===== src/rtl/tte_pkg.sv =====
`timescale 1ns / 1ps
// ============================================================================
// tte_pkg
// Shared constants and types for the tap tempo estimator: history sizing,
// tempo limits and the command and status groups between controller and
// datapath.
// ============================================================================
package tte_pkg;

    // Number of intervals averaged (legal range 4..16).
    localparam int HISTORY_DEPTH = 5;

    // Field widths.
    localparam int STAMP_W    = 32;
    localparam int GAP_W      = 16;
    localparam int BPM_W      = 8;

    // Derived widths for the interval history.
    localparam int SLOT_W     = (HISTORY_DEPTH > 1) ? $clog2(HISTORY_DEPTH) : 1;
    localparam int CNT_W      = $clog2(HISTORY_DEPTH + 1);
    localparam int SUM_W      = GAP_W + $clog2(HISTORY_DEPTH);
    localparam int DIV_W      = SUM_W;
    localparam int DIV_CNT_W  = $clog2(DIV_W + 1);

    // Tempo arithmetic constants.
    localparam int BPM_NUMERATOR = 60000;
    localparam int BPM_MAX       = 255;
    localparam int BPM_MIN       = 30;
    localparam int MIN_INTERVALS = 3;
    localparam int GAP_RESET     = 2000;

    // Kind of result captured for the current tap.
    typedef enum logic [1:0] {
        RES_NONE    = 2'd0,
        RES_RESTART = 2'd1,
        RES_TEMPO   = 2'd2
    } tte_res_kind_t;

    // Commands from the controller to the datapath.
    typedef struct packed {
        logic          tap;
        logic          sum_step;
        logic          div_start;
        logic          div_bpm;
        logic          mean_load;
        logic          res_write;
        tte_res_kind_t res_kind;
        logic          out_load;
    } tte_cmd_t;

    // Status from the datapath to the controller.
    typedef struct packed {
        logic gap_over;
        logic enough;
        logic sum_last;
        logic div_done;
        logic mean_zero;
    } tte_stat_t;

endpackage


===== src/rtl/tte_div.sv =====
`timescale 1ns / 1ps
// ============================================================================
// tte_div
// Restoring unsigned divider that resolves one quotient bit per cycle.
// The quotient stays valid from the done pulse until the next start.
// ============================================================================
module tte_div
(
    input  logic                        clk,
    input  logic                        rst_n,
    input  logic                        start,
    input  logic [tte_pkg::DIV_W-1:0]   dividend,
    input  logic [tte_pkg::GAP_W-1:0]   divisor,
    output logic                        done,
    output logic [tte_pkg::DIV_W-1:0]   quotient
);

    logic                            busy_reg;
    logic                            busy_next;
    logic                            done_reg;
    logic                            done_next;
    logic [tte_pkg::DIV_CNT_W-1:0]   cnt_reg;
    logic [tte_pkg::DIV_CNT_W-1:0]   cnt_next;
    logic [tte_pkg::DIV_W-1:0]       quo_reg;
    logic [tte_pkg::DIV_W-1:0]       quo_next;
    logic [tte_pkg::GAP_W-1:0]       rem_reg;
    logic [tte_pkg::GAP_W-1:0]       rem_next;
    logic [tte_pkg::GAP_W-1:0]       dvs_reg;
    logic [tte_pkg::GAP_W-1:0]       dvs_next;
    logic [tte_pkg::GAP_W:0]         rem_shift;
    logic [tte_pkg::GAP_W:0]         rem_diff;
    logic                            fits;

    // One restoring step: shift in the next dividend bit and try to subtract.
    assign rem_shift = {rem_reg, quo_reg[tte_pkg::DIV_W-1]};
    assign rem_diff  = rem_shift - {1'b0, dvs_reg};
    assign fits      = (rem_shift >= {1'b0, dvs_reg});

    // Sequencing of the iterations.
    always_comb
    begin
        busy_next = busy_reg;
        done_next = 1'b0;
        cnt_next  = cnt_reg;
        quo_next  = quo_reg;
        rem_next  = rem_reg;
        dvs_next  = dvs_reg;
        if (start)
        begin
            busy_next = 1'b1;
            cnt_next  = tte_pkg::DIV_CNT_W'(tte_pkg::DIV_W);
            quo_next  = dividend;
            rem_next  = '0;
            dvs_next  = divisor;
        end
        else if (busy_reg)
        begin
            quo_next = {quo_reg[tte_pkg::DIV_W-2:0], fits};
            rem_next = fits ? rem_diff[tte_pkg::GAP_W-1:0] : rem_shift[tte_pkg::GAP_W-1:0];
            cnt_next = cnt_reg - tte_pkg::DIV_CNT_W'(1);
            if (cnt_reg == tte_pkg::DIV_CNT_W'(1))
            begin
                busy_next = 1'b0;
                done_next = 1'b1;
            end
        end
    end

    // Control registers.
    always_ff @(posedge clk or negedge rst_n)
    begin
        if (!rst_n)
        begin
            busy_reg <= 1'b0;
            done_reg <= 1'b0;
            cnt_reg  <= '0;
        end
        else
        begin
            busy_reg <= busy_next;
            done_reg <= done_next;
            cnt_reg  <= cnt_next;
        end
    end

    // Working registers.
    always_ff @(posedge clk)
    begin
        quo_reg <= quo_next;
        rem_reg <= rem_next;
        dvs_reg <= dvs_next;
    end

    assign done     = done_reg;
    assign quotient = quo_reg;

endmodule


===== src/rtl/tte_dp.sv =====
`timescale 1ns / 1ps
// ============================================================================
// tte_dp
// Datapath of the tap tempo estimator: gap measurement, interval history,
// accumulator, shared divider, result and output registers.
// ============================================================================
module tte_dp
(
    input  logic                           clk,
    input  logic                           rst_n,
    input  tte_pkg::tte_cmd_t              cmd,
    output tte_pkg::tte_stat_t             stat,
    input  logic                           cfg_we,
    input  logic [tte_pkg::GAP_W-1:0]      cfg_wdata,
    input  logic [tte_pkg::STAMP_W-1:0]    tap_time_ms,
    output logic [tte_pkg::BPM_W-1:0]      tempo_bpm,
    output logic                           tempo_valid,
    output logic                           restarted
);

    logic [tte_pkg::GAP_W-1:0]    gap_limit_reg;
    logic [tte_pkg::STAMP_W-1:0]  last_reg;
    logic [tte_pkg::GAP_W-1:0]    ring_reg [tte_pkg::HISTORY_DEPTH];
    logic [tte_pkg::CNT_W-1:0]    count_reg;
    logic [tte_pkg::CNT_W-1:0]    count_next;
    logic [tte_pkg::SLOT_W-1:0]   slot_reg;
    logic [tte_pkg::SLOT_W-1:0]   slot_next;
    logic [tte_pkg::SLOT_W-1:0]   idx_reg;
    logic [tte_pkg::SUM_W-1:0]    acc_reg;
    logic [tte_pkg::GAP_W-1:0]    mean_reg;
    logic [tte_pkg::BPM_W-1:0]    res_bpm_reg;
    logic                         res_valid_reg;
    logic                         res_restart_reg;
    logic [tte_pkg::BPM_W-1:0]    out_bpm_reg;
    logic                         out_valid_fld_reg;
    logic                         out_restart_reg;

    logic [tte_pkg::STAMP_W-1:0]  gap;
    logic                         gap_over;
    logic [tte_pkg::CNT_W-1:0]    count_inc;
    logic [tte_pkg::DIV_W-1:0]    div_dividend;
    logic [tte_pkg::GAP_W-1:0]    div_divisor;
    logic                         div_done;
    logic [tte_pkg::DIV_W-1:0]    div_quotient;
    logic [tte_pkg::BPM_W-1:0]    bpm_clamped;

    // Gap since the previous tap, modulo 2^32, against the restart limit.
    assign gap      = tap_time_ms - last_reg;
    assign gap_over = (gap > {{(tte_pkg::STAMP_W-tte_pkg::GAP_W){1'b0}}, gap_limit_reg});

    // History bookkeeping: count saturates, write slot wraps.
    assign count_inc  = (count_reg == tte_pkg::CNT_W'(tte_pkg::HISTORY_DEPTH)) ?
                        count_reg : count_reg + tte_pkg::CNT_W'(1);
    assign count_next = gap_over ? '0 : count_inc;
    assign slot_next  = gap_over ? '0 :
                        ((slot_reg == tte_pkg::SLOT_W'(tte_pkg::HISTORY_DEPTH - 1)) ?
                         '0 : slot_reg + tte_pkg::SLOT_W'(1));

    // Status toward the controller.
    assign stat.gap_over  = gap_over;
    assign stat.enough    = (count_inc > tte_pkg::CNT_W'(tte_pkg::MIN_INTERVALS));
    assign stat.sum_last  = ((tte_pkg::CNT_W'(idx_reg) + tte_pkg::CNT_W'(1)) == count_reg);
    assign stat.div_done  = div_done;
    assign stat.mean_zero = (div_quotient == '0);

    // The shared divider first forms the mean, then the tempo.
    assign div_dividend = cmd.div_bpm ? tte_pkg::DIV_W'(tte_pkg::BPM_NUMERATOR) : acc_reg;
    assign div_divisor  = cmd.div_bpm ? mean_reg : tte_pkg::GAP_W'(count_reg);

    tte_div u_div
    (
        .clk      (clk),
        .rst_n    (rst_n),
        .start    (cmd.div_start),
        .dividend (div_dividend),
        .divisor  (div_divisor),
        .done     (div_done),
        .quotient (div_quotient)
    );

    // Tempo clamped to the supported range.
    always_comb
    begin
        if (div_quotient > tte_pkg::DIV_W'(tte_pkg::BPM_MAX))
        begin
            bpm_clamped = tte_pkg::BPM_W'(tte_pkg::BPM_MAX);
        end
        else if (div_quotient < tte_pkg::DIV_W'(tte_pkg::BPM_MIN))
        begin
            bpm_clamped = tte_pkg::BPM_W'(tte_pkg::BPM_MIN);
        end
        else
        begin
            bpm_clamped = div_quotient[tte_pkg::BPM_W-1:0];
        end
    end

    // Configuration and history control state.
    always_ff @(posedge clk or negedge rst_n)
    begin
        if (!rst_n)
        begin
            gap_limit_reg <= tte_pkg::GAP_W'(tte_pkg::GAP_RESET);
            last_reg      <= '0;
            count_reg     <= '0;
            slot_reg      <= '0;
        end
        else
        begin
            if (cfg_we)
            begin
                gap_limit_reg <= cfg_wdata;
            end
            if (cmd.tap)
            begin
                last_reg  <= tap_time_ms;
                count_reg <= count_next;
                slot_reg  <= slot_next;
            end
        end
    end

    // Interval ring write on a counted tap.
    always_ff @(posedge clk)
    begin
        if (cmd.tap && !gap_over)
        begin
            ring_reg[slot_reg] <= gap[tte_pkg::GAP_W-1:0];
        end
    end

    // Accumulation of the held intervals, one entry per cycle.
    always_ff @(posedge clk)
    begin
        if (cmd.tap)
        begin
            acc_reg <= '0;
            idx_reg <= '0;
        end
        else if (cmd.sum_step)
        begin
            acc_reg <= acc_reg + tte_pkg::SUM_W'(ring_reg[idx_reg]);
            idx_reg <= idx_reg + tte_pkg::SLOT_W'(1);
        end
        if (cmd.mean_load)
        begin
            mean_reg <= div_quotient[tte_pkg::GAP_W-1:0];
        end
    end

    // Result of the current tap.
    always_ff @(posedge clk)
    begin
        if (cmd.res_write)
        begin
            unique case (cmd.res_kind)
                tte_pkg::RES_RESTART:
                begin
                    res_bpm_reg     <= '0;
                    res_valid_reg   <= 1'b0;
                    res_restart_reg <= 1'b1;
                end
                tte_pkg::RES_TEMPO:
                begin
                    res_bpm_reg     <= bpm_clamped;
                    res_valid_reg   <= 1'b1;
                    res_restart_reg <= 1'b0;
                end
                default:
                begin
                    res_bpm_reg     <= '0;
                    res_valid_reg   <= 1'b0;
                    res_restart_reg <= 1'b0;
                end
            endcase
        end
    end

    // Output register, loaded when the output slot is free.
    always_ff @(posedge clk)
    begin
        if (cmd.out_load)
        begin
            out_bpm_reg       <= res_bpm_reg;
            out_valid_fld_reg <= res_valid_reg;
            out_restart_reg   <= res_restart_reg;
        end
    end

    assign tempo_bpm   = out_bpm_reg;
    assign tempo_valid = out_valid_fld_reg;
    assign restarted   = out_restart_reg;

endmodule


===== src/rtl/tte_ctrl.sv =====
`timescale 1ns / 1ps
// ============================================================================
// tte_ctrl
// Controller of the tap tempo estimator: sequences gap check, summing,
// the two divisions and the hand-off to the output register.
// ============================================================================
module tte_ctrl
(
    input  logic                 clk,
    input  logic                 rst_n,
    input  logic                 in_valid,
    output logic                 in_ready,
    output logic                 out_valid,
    input  logic                 out_ready,
    input  tte_pkg::tte_stat_t   stat,
    output tte_pkg::tte_cmd_t    cmd
);

    typedef enum logic [6:0] {
        ST_IDLE    = 7'b0000001,
        ST_SUM     = 7'b0000010,
        ST_MEAN_GO = 7'b0000100,
        ST_MEAN    = 7'b0001000,
        ST_BPM_GO  = 7'b0010000,
        ST_BPM     = 7'b0100000,
        ST_DONE    = 7'b1000000
    } tte_state_t;

    tte_state_t state_reg;
    tte_state_t state_next;
    logic       out_valid_reg;
    logic       out_valid_next;
    logic       out_free;

    // The output slot is free when empty or being taken this cycle.
    assign out_free = !out_valid_reg || out_ready;
    assign in_ready = (state_reg == ST_IDLE);

    // Next state and command decode.
    always_comb
    begin
        state_next     = state_reg;
        cmd            = '0;
        cmd.res_kind   = tte_pkg::RES_NONE;
        out_valid_next = out_valid_reg && !out_ready;
        unique case (state_reg)
            ST_IDLE:
            begin
                if (in_valid)
                begin
                    cmd.tap = 1'b1;
                    if (stat.gap_over)
                    begin
                        cmd.res_write = 1'b1;
                        cmd.res_kind  = tte_pkg::RES_RESTART;
                        state_next    = ST_DONE;
                    end
                    else if (!stat.enough)
                    begin
                        cmd.res_write = 1'b1;
                        state_next    = ST_DONE;
                    end
                    else
                    begin
                        state_next = ST_SUM;
                    end
                end
            end
            ST_SUM:
            begin
                cmd.sum_step = 1'b1;
                if (stat.sum_last)
                begin
                    state_next = ST_MEAN_GO;
                end
            end
            ST_MEAN_GO:
            begin
                cmd.div_start = 1'b1;
                state_next    = ST_MEAN;
            end
            ST_MEAN:
            begin
                if (stat.div_done)
                begin
                    if (stat.mean_zero)
                    begin
                        cmd.res_write = 1'b1;
                        state_next    = ST_DONE;
                    end
                    else
                    begin
                        cmd.mean_load = 1'b1;
                        state_next    = ST_BPM_GO;
                    end
                end
            end
            ST_BPM_GO:
            begin
                cmd.div_start = 1'b1;
                cmd.div_bpm   = 1'b1;
                state_next    = ST_BPM;
            end
            ST_BPM:
            begin
                if (stat.div_done)
                begin
                    cmd.res_write = 1'b1;
                    cmd.res_kind  = tte_pkg::RES_TEMPO;
                    state_next    = ST_DONE;
                end
            end
            ST_DONE:
            begin
                if (out_free)
                begin
                    cmd.out_load   = 1'b1;
                    out_valid_next = 1'b1;
                    state_next     = ST_IDLE;
                end
            end
            default:
            begin
                state_next = ST_IDLE;
            end
        endcase
    end

    // State and output handshake registers.
    always_ff @(posedge clk or negedge rst_n)
    begin
        if (!rst_n)
        begin
            state_reg     <= ST_IDLE;
            out_valid_reg <= 1'b0;
        end
        else
        begin
            state_reg     <= state_next;
            out_valid_reg <= out_valid_next;
        end
    end

    assign out_valid = out_valid_reg;

endmodule


===== src/rtl/tap_tempo_bpm_estimator.sv =====
`timescale 1ns / 1ps
// ============================================================================
// tap_tempo_bpm_estimator
// Tap tempo estimator: averages the recent tap intervals and converts the
// mean interval into beats per minute.
// ============================================================================
//
//  Channel  | Signals                                   | Handshake
//  ---------+-------------------------------------------+-------------------
//  input    | tap_time_ms                               | in_valid/in_ready
//  output   | tempo_bpm, tempo_valid, restarted         | out_valid/out_ready
//  config   | cfg_wdata (restart gap in ms)             | cfg_we, no wait
//
//  A tap is processed one at a time. A restart or a short history passes
//  the result register and the done state to the output register; a tempo
//  first goes through the sum and the mean and tempo divisions, with the
//  sum taking one entry per cycle and the divider one quotient bit per cycle.
//  The next transaction is accepted while a result waits in the output
//  register; a stalled output holds the controller only once the next
//  result is ready. Reset is asynchronous and clears the history.
// ============================================================================
module tap_tempo_bpm_estimator
(
    input  logic                           clk,
    input  logic                           rst_n,
    input  logic                           in_valid,
    output logic                           in_ready,
    input  logic [tte_pkg::STAMP_W-1:0]    tap_time_ms,
    output logic                           out_valid,
    input  logic                           out_ready,
    output logic [tte_pkg::BPM_W-1:0]      tempo_bpm,
    output logic                           tempo_valid,
    output logic                           restarted,
    input  logic                           cfg_we,
    input  logic [tte_pkg::GAP_W-1:0]      cfg_wdata
);

    tte_pkg::tte_cmd_t  cmd;
    tte_pkg::tte_stat_t stat;

    // Sequencer.
    tte_ctrl u_ctrl
    (
        .clk       (clk),
        .rst_n     (rst_n),
        .in_valid  (in_valid),
        .in_ready  (in_ready),
        .out_valid (out_valid),
        .out_ready (out_ready),
        .stat      (stat),
        .cmd       (cmd)
    );

    // Arithmetic and storage.
    tte_dp u_dp
    (
        .clk         (clk),
        .rst_n       (rst_n),
        .cmd         (cmd),
        .stat        (stat),
        .cfg_we      (cfg_we),
        .cfg_wdata   (cfg_wdata),
        .tap_time_ms (tap_time_ms),
        .tempo_bpm   (tempo_bpm),
        .tempo_valid (tempo_valid),
        .restarted   (restarted)
    );

endmodule


===== config.mk =====
export PLATFORM = sky130hd
export DESIGN_NAME = tap_tempo_bpm_estimator
export DESIGN_NICKNAME = d
export VERILOG_FILES = /design/src/rtl/tte_pkg.sv /design/src/rtl/tte_div.sv /design/src/rtl/tte_dp.sv /design/src/rtl/tte_ctrl.sv /design/src/rtl/tap_tempo_bpm_estimator.sv
export SDC_FILE = /design/constraint.sdc
export NUM_CORES = 1
export LEC_CHECK = 0
export ABC_AREA = 1
export BUFFER_PORTS_ARGS = -buffer_cell sky130_fd_sc_hd__buf_2
export CAP_MARGIN = 20
export CORE_ASPECT_RATIO = 0.75
export CORE_MARGIN = 1
export CORE_UTILIZATION = 28
export DETAILED_ROUTE_END_ITERATION = 16
export GPL_TIMING_DRIVEN = 0
export SYNTH_ARGS = -nofsm -noshare
export SYNTH_HDL_FRONTEND = slang
export SYNTH_SLANG_ARGS = --single-unit

===== constraint.sdc =====
create_clock -name clk -period 12 [get_ports clk]
set_clock_uncertainty 0.15 [all_clocks]
set_input_delay 2.4 -clock clk [delete_from_list [all_inputs] [get_ports clk]]
set_output_delay 2.4 -clock clk [all_outputs]
set_load 0.01 [all_outputs]

==> impl_metrics.ini <==
[status]
outcome = complete, no violations

[clock_tree]
post_cts.repair.setup_buffers = 0
cts_buffer_depth = 3
cts_sinks = 261
cts_hold_buf = 0
htreeDepth = 1
path_clk_slew_ps = 50
cts_root_buf = clkbuf_16
numCtsBuffers = 30
worstSkewPairLatency_ps = 580
cts_resized = 0
cts_tree = yes

[synth]
synth_seq_cells = 261
synth_fp_nets = 1937
synth_edf_count = 151
yosysWarnings = 0
muxShareOfSynthArea_pct = 0.07636
syn_avg_cell_area_um2 = 8.215
seq_area_frac_synth_pct = 48.08
synth_flop_cell = edfxtp_1
synth_area_um2 = 14750
syn_inst = 1795
async_flop_share_pct = 26.44
synthSimpleGateAreaFrac_pct = 21.98
synth-compound-area-share_pct = 10.96
synth_xor_area_share_pct = 2.613
synth_fa_ha_area_share_pct = 7.704
synth_top_family_by_area = simple AND/OR/NAND/NOR gates
synth_cell_types = 54

[placement]
gp_congestion = 0.8896
placed_cells = 2566
io_buffers = 64
place_area_um2 = 16020
dp_hpwl_mm = 27.80

[cells_and_area]
fin_cells = 2623
postLayoutCellArea_um2 = 17030
diodes = 0
drive_gt1_share_pct = 9.583
largest_reg_flops = 80
fin_util_pct = 32.87
area_growth_pct = 15.45
fin_nets = 2038

[grt]
grt_usage_pct = 13.84
grt_pass1_vias = 11640
grt_max_degree = 41
antenna_found_initial = 0
grt_overflow = 0
grt_pass1_wl_mm = 60.08

[route]
wl_mm = 36.26
drc = 0
viasPerCell = 4.519
first_pass_iters = 5
wl_per_cell_um = 13.83
drt_iter0_drc = 799
vias = 11850
antenna_left = 0

[setup_path]
required_ps = 12030
r2r-end = u_dp.ring_reg[0][11]$_DFFE_PP_
cp-endpoint = u_dp.ring_reg[0][11]$_DFFE_PP_
cp.arrival_ps = 6620
start_kind = input pin
startpoint = tap_time_ms[0]
crit_path_end_kind = flop
reg2reg_slack_ps = 7010
rr_startpoint = u_dp.last_reg[0]$_DFFE_PN0P_
crit_path_max_fanout = 16
critical_path_class = input pin to flop
worst_r2r_path_depth = 22

[timing]
slew_violations = 0
layout_worst_path_cycle_share_pct = 54.88
timing.hold.ws_ps = 270.7
hold_violations = 0
worst_pin_slew_ps = 1018
fin_setup_tns_ps = 0
rsz0062_at_grt = no
max_freq_mhz = 151.8
finalSetupViolCount = 0
min_period_ps = 6586
relSlewSlack_pct = 32.09

[job]
maxCapViolations = 0

[pwr]
peakVddDrop_v = 0.0001132
powerDensity_nw_per_um2 = 191.5
p_leak_uw = 0.007866

[floorplan]
start_util_pct = 28.47
die-area_um2 = 53600
die_w_um = 267.0
die_height_um = 200.7
io_pins = 65
rows = 72
core_region_area_um2 = 51800

[min_path]
hold_class = flop to flop
-- area by class of cell --
cell class	count	area (um^2)
multi-input combinational	1200	6402
clock buffer	36	773.2
fill	5408	34770
sequential	261	7091
tap	703	879.6
clock inverter	20	221.5
timing repair buffer	69	391.6
buffer	42	170.2
inverter	292	1096
-- metal layers --
metal	vias to the layer above	GRT usage, %	wire length [um]
li1	6038	-	-
met1	5503	19.64	17690
met2	265	22.14	16020
met3	48	1.963	1811
met4	0	3.305	738
met5	-	0	0
-- worst min path at each step --
| stage | from | to | cells after the start |
|---|---|---|---|
| floorplan | u_dp.res_restart_reg$_DFFE_PP_ | u_dp.restarted$_DFFE_PP_ | 0 |
| global placement | u_dp.res_restart_reg$_DFFE_PP_ | u_dp.restarted$_DFFE_PP_ | 0 |
| detailed placement | u_dp.res_bpm_reg[5]$_SDFFCE_PP0P_ | u_dp.tempo_bpm[5]$_DFFE_PP_ | 0 |
| CTS | u_dp.res_bpm_reg[5]$_SDFFCE_PP0P_ | u_dp.tempo_bpm[5]$_DFFE_PP_ | 0 |
| global route | u_dp.res_bpm_reg[1]$_SDFFCE_PP0P_ | u_dp.tempo_bpm[1]$_DFFE_PP_ | 0 |
| finish | u_dp.res_bpm_reg[3]$_SDFFCE_PP0P_ | u_dp.tempo_bpm[3]$_DFFE_PP_ | 0 |
-- critical path, stage by stage --
cell	delay, ps
buf_2	90
inv_1	50
ha_1	220
fa_1	410
inv_1	140
nand3_1	80
nand3_1	150
nand3_1	90
nand3_1	170
xor2_1	630
ha_1	360
nand4_1	120
a21oi_1	50
nor2_1	80
nand2_1	60
nand2_1	110
inv_1	50
nor2_1	90
nand2_1	60
nor2_1	90
nand2_1	90
nor2_4	170
nand3_2	130
nor2_2	740
-- cell families after synthesis --
| kind of cell | after synthesis |
|---|---|
| simple gates | 774 |
| buf+inv | 334 |
| compound gates | 292 |
| flops | 261 |
| fa+ha+maj | 89 |
| xor+xnor | 44 |
| mux | 1 |
-- report_power, final --
part / internal, uW / leakage [uW] / switching [uW] / total [uW]
combinational: 362 / 0.00482 / 808 / 1170
clock: 547 / 0.000481 / 386 / 934
sequential: 1130 / 0.00256 / 28.7 / 1160
-- cells in the mapped netlist, types with 3 or more instances --
| cell | count | area share [%] |
|---|---|---|
| nand3_2 | 4 | 0.27 |
| a21boi_0 | 3 | 0.15 |
| nor2_2 | 9 | 0.38 |
| o21bai_1 | 12 | 0.61 |
| o21ai_0 | 145 | 4.9 |
| fa_1 | 3 | 0.41 |
| buf_2 | 10 | 0.34 |
| or2_2 | 3 | 0.13 |
| nand3b_1 | 4 | 0.20 |
| inv_2 | 8 | 0.20 |
| a21o_1 | 3 | 0.15 |
| and2_1 | 4 | 0.17 |
| xnor2_1 | 17 | 1.0 |
| edfxtp_1 | 151 | 31 |
| nor4_1 | 5 | 0.21 |
| nand2_1 | 446 | 11 |
| dfrtp_1 | 62 | 11 |
| nor2_1 | 186 | 4.7 |
| o21ai_2 | 3 | 0.18 |
| a21oi_1 | 78 | 2.6 |
| dfxtp_1 | 41 | 5.6 |
| xor2_1 | 27 | 1.6 |
| nand4_1 | 15 | 0.64 |
| ha_1 | 86 | 7.3 |
| nand2_2 | 8 | 0.34 |
| clkbuf_1 | 32 | 0.81 |
| o22ai_1 | 4 | 0.17 |
| inv_1 | 283 | 7.2 |
| dfstp_2 | 7 | 1.2 |
| nand3_1 | 70 | 2.4 |
| nor3_1 | 8 | 0.27 |
| o21ai_1 | 4 | 0.14 |
| nor3_2 | 4 | 0.27 |
| a31oi_1 | 17 | 0.72 |
| o211ai_1 | 9 | 0.46 |
-- through the flow --
stage / power [uW] / setup WS (ps)
final: 3260 / 5414
after floorplan: 1989 / 5832
after global placement: 2312 / 4406
after CTS: 3282 / 5378
after global routing: 3496 / 5041
after detailed placement: 2340 / 4783
-- cell usage in the layout (no fill, tap or decap), types with 30 or more instances in the layout --
| cell | instances |
|---|---|
| o21ai_0 | 145 |
| clkbuf_16 | 30 |
| nor2_1 | 183 |
| inv_1 | 283 |
| clkbuf_1 | 38 |
| nand2_1 | 446 |
| ha_1 | 86 |
| a21oi_1 | 78 |
| nand3_1 | 70 |
| edfxtp_1 | 151 |
| buf_2 | 73 |
| dfxtp_1 | 41 |
| dfrtp_1 | 62 |
No activity file was read; power rests on OpenSTA's default activity.
